### src/rtl/sasi_div.sv
`default_nettype none
// One restoring-division step per pipeline stage; the stage register advances on enable.
module sasi_div #(
   parameter int unsigned NW = 33,
   parameter int unsigned FB = 16
) (
   input  wire logic          clock,
   input  wire logic          en,
   input  wire logic [NW-1:0] num,
   input  wire logic [NW-1:0] den,
   output logic [FB+1:0]      quot
);
   localparam int unsigned RW = NW + 1;
   logic [RW-1:0] r_ff  [FB+1];
   logic [NW-1:0] d_ff  [FB+1];
   logic [FB+1:0] q_ff  [FB+1];
   logic          sat_ff[FB+1];

   // Stage zero: saturation check and integer bit.
   always_ff @(posedge clock) begin
      if (en) begin
         sat_ff[0] <= {1'b0, num} >= {den, 1'b0};
         d_ff[0]   <= den;
         if (num >= den) begin
            q_ff[0] <= (FB+2)'(1);
            r_ff[0] <= RW'(num - den);
         end else begin
            q_ff[0] <= '0;
            r_ff[0] <= RW'(num);
         end
      end
   end

   // One fraction bit per stage.
   for (genvar i = 1; i <= FB; i++) begin : g_step
      logic [RW-1:0] sh_in;
      assign sh_in = {r_ff[i-1][RW-2:0], 1'b0};
      always_ff @(posedge clock) begin
         if (en) begin
            sat_ff[i] <= sat_ff[i-1];
            d_ff[i]   <= d_ff[i-1];
            if (sh_in >= RW'(d_ff[i-1])) begin
               r_ff[i] <= sh_in - RW'(d_ff[i-1]);
               q_ff[i] <= {q_ff[i-1][FB:0], 1'b1};
            end else begin
               r_ff[i] <= sh_in;
               q_ff[i] <= {q_ff[i-1][FB:0], 1'b0};
            end
         end
      end
   end

   assign quot = sat_ff[FB] ? (FB+2)'(2) << FB : q_ff[FB];
endmodule
`default_nettype wire

### config.mk
export PLATFORM = sky130hd
export DESIGN_NAME = sasi_div
export DESIGN_NICKNAME = d
export VERILOG_FILES = /design/src/rtl/sasi_div.sv
export SDC_FILE = /design/constraint.sdc
export NUM_CORES = 2
export LEC_CHECK = 0
export BUFFER_PORTS_ARGS = -buffer_cell sky130_fd_sc_hd__buf_2
export CAP_MARGIN = 20
export CORE_ASPECT_RATIO = 0.7
export CORE_MARGIN = 2
export CORE_UTILIZATION = 55
export CTS_BUF_LIST = sky130_fd_sc_hd__clkbuf_8
export DETAILED_ROUTE_END_ITERATION = 10
export PLACE_DENSITY_LB_ADDON = 0.15
export SETUP_SLACK_MARGIN = 0.5
export SLEW_MARGIN = 10
export SYNTH_ARGS = -nofsm -noshare
export SYNTH_HDL_FRONTEND = slang
export SYNTH_SLANG_ARGS = --single-unit
### constraint.sdc
create_clock -name clock -period 8.5 [get_ports clock]
set_input_delay 2.55 -clock clock [delete_from_list [all_inputs] [get_ports clock]]
set_output_delay 2.55 -clock clock [all_outputs]
set_load 0.02 [all_outputs]
Word-level counts from Yosys, hierarchy flattened
Memory sizes are Yosys's and may differ from the RTL's.
Cells that the tools add are included.
{ "classes": {"addsub": 17, "magnitude_cmp": 18, "n_mux": 139, "bitwise": 34} }
{ "op_table": {"columns": ["operator", "n"], "rows": [
  ["34-bit 2-to-1 mux", 17],
  ["34-bit by 33-bit >= comparator with 1-bit output", 16],
  ["34-bit by 33-bit subtractor with 34-bit output", 16],
  ["18-bit 2-to-1 mux", 18],
  ["1-bit 2-to-1 mux", 104],
  ["33-bit by 34-bit >= comparator with 1-bit output", 1],
  ["1-bit OR", 34],
  ["33-bit by 33-bit subtractor with 34-bit output", 1],
  ["33-bit >= comparator", 1]
]} }
{ "word_totals": {"ff_bits": 0, "ramBits": 1462, "output_inout_bits": 18, "word_cells": 212, "mem_count": 4} }
{ "mem_list": {"columns": ["name", "depth", "word_bits", "rd", "rd_clocked_by_memory_dff", "wr", "line", "text"], "rows": [
  ["r_ff", 17, 34, 16, 0, 17, "14", "logic [RW-1:0] r_ff [FB+1];"],
  ["d_ff", 17, 33, 16, 0, 17, "15", "logic [NW-1:0] d_ff [FB+1];"],
  ["q_ff", 17, 18, 17, 0, 17, "16", "logic [FB+1:0] q_ff [FB+1];"],
  ["sat_ff", 17, 1, 17, 0, 17, "17", "logic sat_ff[FB+1];"]
]} }

Longest topological paths before layout
An unclocked memory read counts as a cell.
{ "depth": {"depth_word": 6, "depth_mapped": 15, "mapped_depth_nobuf": 13} }

Worst setup path after synthesis
Ideal clock, no wire load.
{ "synth_path": {"path_type": "in2reg", "start": "in num[0]", "end": "mem r_ff[0][28] (netlist name) (data pin)", "setup_ps": 260, "t_arrival_ps": 5193, "setup_slack_ps": 3048, "cell_stages": 14, "cell_sequence": "inv_1 > ha_1 > fa_1 > inv_1 > a21o_1 > a221o_1 > a221o_1 > a21o_1 > a211oi_2 > or3_1 > o21bai_1 > buf_2 > buf_2 > mux2_2"} }
{ "synth_rtl": {"columns": ["item", "line", "text"], "rows": [
  ["start, declared", "9", "input wire logic [NW-1:0] num,"],
  ["end, declared", "14", null]
]} }

==> results.toml <==
[status]
status = "complete, no violations"

[routing]
via_count = 51930
viasPerCell = 5.902
drt-wirelength-per-cell_um = 20.70
ant_nets = 0
drc_errors = 0
first_iter_violations = 5934
drt_wl_total_um = 182100
drt_pre_antenna_iters = 5

[clocking]
holdBufCountCts = 0
cts_max_path_buffers = 3
path_clk_slew_ps = 60
cts_setup_buffers = 0
cts_resized = 0
clock_latency_ps = 970
root_buffer = "clkbuf_8"
htreeDepth = 4
cts_made_buffers = 192
cts_tree = "done"
clkSinkCount = 1226

[placed_design]
dp.final_hpwl_um = 138300
gp_congestion = 0.9539
placed_cells = 8437
io_buffers = 85

[synthesis]
yosys_warnings = 0
async_flop_share_pct = 0
syn_nets = 7413
seq_area_frac_synth_pct = 49.94
postSynthAreaPerCell_um2 = 10.94
synth_flop_cell = "edfxtp_1"
syn_area_um2 = 73700
synthDistinctLibCells = 101
synth-seq-cells = 1226
synth_edf_count = 1225
synth_cells = 6737

[layout]
n_fill_cell = 10860
drive_gt1_share_pct = 9.463
final_nets = 7545
final_cells = 8798
area_growth_pct = 8.072

[sta]
period_minus_slack_ps = 5779
relSlewSlack_pct = 14.07
maxSlewViolCount = 0
fmax_mhz = 173.0
finClkSkew_ps = 44.25
grt_setup_unrepaired = "no"
finalHoldViolCount = 0
tightest_slew_ps = 1277
finalSetupTns_ps = 0
finalCritPeriodShare_pct = 67.99
setup_viol = 0

[power]
p_leak_nw = 33.40
cellPowerDensity_nw_per_um2 = 361.3
vdd_drop_max_v = 0.0001829

[setup_path]
max_stage_delay_ps = 1130
critPathRequiredTime_ps = 9210
critPathKind = "input port to flop"
cp.arrival_ps = 6490
end_kind = "flop"
crit_path_max_fanout = 24
crit_path_top_delay_cell = "nor4_1"
cp-start-kind = "input port"
crit_chain = "buf_2 -> inv_1 -> ha_1 -> nand4_1 -> nor4_1 -> nand3_1 -> nand4b_1 -> o21bai_4 -> buf_4 -> mux2_2"

[floorplan]
pin_count = 86
die_width_um = 441.5
dieArea_um2 = 137000
coreArea_um2 = 133100
initial_utilization_pct = 55.36
die_y_um = 310.3
num_rows = 112

[grt]
grtUsageMet1_pct = 45.01
antenna_found_initial = 4
grt.total_usage_pct = 26.50
gr-usage-met3_pct = 9.171
grt_start_max_net_pins = 176
grt_pass1_wl_um = 280100
grt_pass1_vias = 47220
gr-max-usage-layer = "met1"
overflow = 0
grtUsageMet2_pct = 30.68

[flow_run]
max_cap_viol_count = 0

[min_path]
hp-class = "flop to flop"
cell families (layout without fill, tap and decap cells):
kind of cell,Yosys count,in the layout,share of synthesized area [%]
AOI/OAI and AO/OA,1813,1813,15.65
xor gates and xnor gates,439,439,5.217
adders and majority gates,608,608,10.48
buffers and inverters,888,1178,4.777
DFF,1226,1226,49.94
muxes,259,259,4.149
other,0,4,0
and+or+nand+nor,1504,1504,9.790
power by group:
group / internal, mW / switching, mW / total [mW]
Clock: 2.45 / 2.51 / 4.96
Combinational: 6.02 / 7.77 / 13.8
Sequential: 8.96 / 1.07 / 10.0
worst max-delay path, delay by kind of cell:
family	cells	cell delay, ps
buffers and inverters	3	570
AND/OR/NAND/NOR	4	1990
AO/OA/AOI/OAI	1	330
multiplexers	1	360
adder cells (fa/ha/maj)	1	640
per-layer routing:
metal / vias up / wire length (µm)
li1: 24950 / -
met5: - / 13
met1: 24840 / 95860
met4: 2 / 2385
met2: 1947 / 62380
met3: 192 / 21470
flip-flops by register name, indices dropped and copies added, names as in the netlist:
name and flops:
d_ff 528, q_ff 153, r_ff 528, sat_ff 17
layout by cell type, fill, tap and decap left out, types with 44 or more instances in the layout:
cell and instances:
buf_2 85, nand2_1 471, a21oi_1 535, nand2b_1 83, nor2b_1 103, o21a_1 77
a31oi_1 58, edfxtp_1 1225, nor2_1 366, xnor2_1 255, nand3_1 96, o21bai_1 65
ha_1 592, clkinv_1 56, a21o_1 314, mux2_2 184, nor3_1 74, o21ai_0 422
xor2_1 184, inv_1 749, and2_1 48, clkbuf_8 193, nand4_1 96, a211oi_1 44
and3_1 55
final timing paths:
| kind | from | endpoint | slack [ps] | cells past startpoint |
|---|---|---|---|---|
| worst max register to register | r_ff[4][1] | r_ff[5][18] | 3600 | 11 |
| worst min register to register | q_ff[13][3] | q_ff[14][4] | 410 | 0 |
| worst max-delay path | den[32] | r_ff[0][4] | 2720 | 10 |
| worst min-delay path | q_ff[13][3] | q_ff[14][4] | 410 | 0 |
cell usage after synthesis, types with 66 or more instances:
cell type / number / area [µm²]
o21a_1: 77 / 578.1
nor2b_1: 103 / 644.4
nor3_1: 75 / 375.4
o21ai_0: 422 / 2112
a21oi_1: 537 / 2688
inv_1: 694 / 2605
nand2b_1: 83 / 519.3
nand2_1: 471 / 1768
nand3_1: 96 / 480.5
mux2_2: 184 / 2072
xnor2_1: 255 / 2233
nand4_1: 96 / 600.6
clkbuf_1: 134 / 503.0
nor2_1: 367 / 1378
xor2_1: 184 / 1612
a21o_1: 314 / 2357
o21bai_1: 66 / 495.5
ha_1: 592 / 7407
edfxtp_1: 1225 / 36790
per-stage QoR:
stage | worst slack, ps | utilization [%] | cell area (µm²) | total power, mW | hold slack [ps]
CTS | 3027 | 59.77 | 79570 | 28.57 | 405.2
detailed placement | 1974 | 56.99 | 75880 | 23.45 | 404.5
finish | 2721 | 59.83 | 79650 | 28.78 | 406.4
floorplan | 3048 | - | 73700 | 20.04 | 400.3
global placement | 2021 | 56.99 | 75870 | 23.21 | 401.4
global route | 2734 | 59.83 | 79650 | 30.75 | 413.0
cell type report:
type	count	area, µm²	share of cell area (%)
clock inverters	159	1033	1.297
diodes	4	10.01	0.01257
inverters	696	2613	3.280
repair buffers	130	848.3	1.065
well taps	1767	2211	2.776
multi-input cells	4623	33480	42.03
clock buffers	193	2656	3.335
flip-flops and latches	1226	36810	46.21
Note: power is estimated with default switching activity, not from simulation.
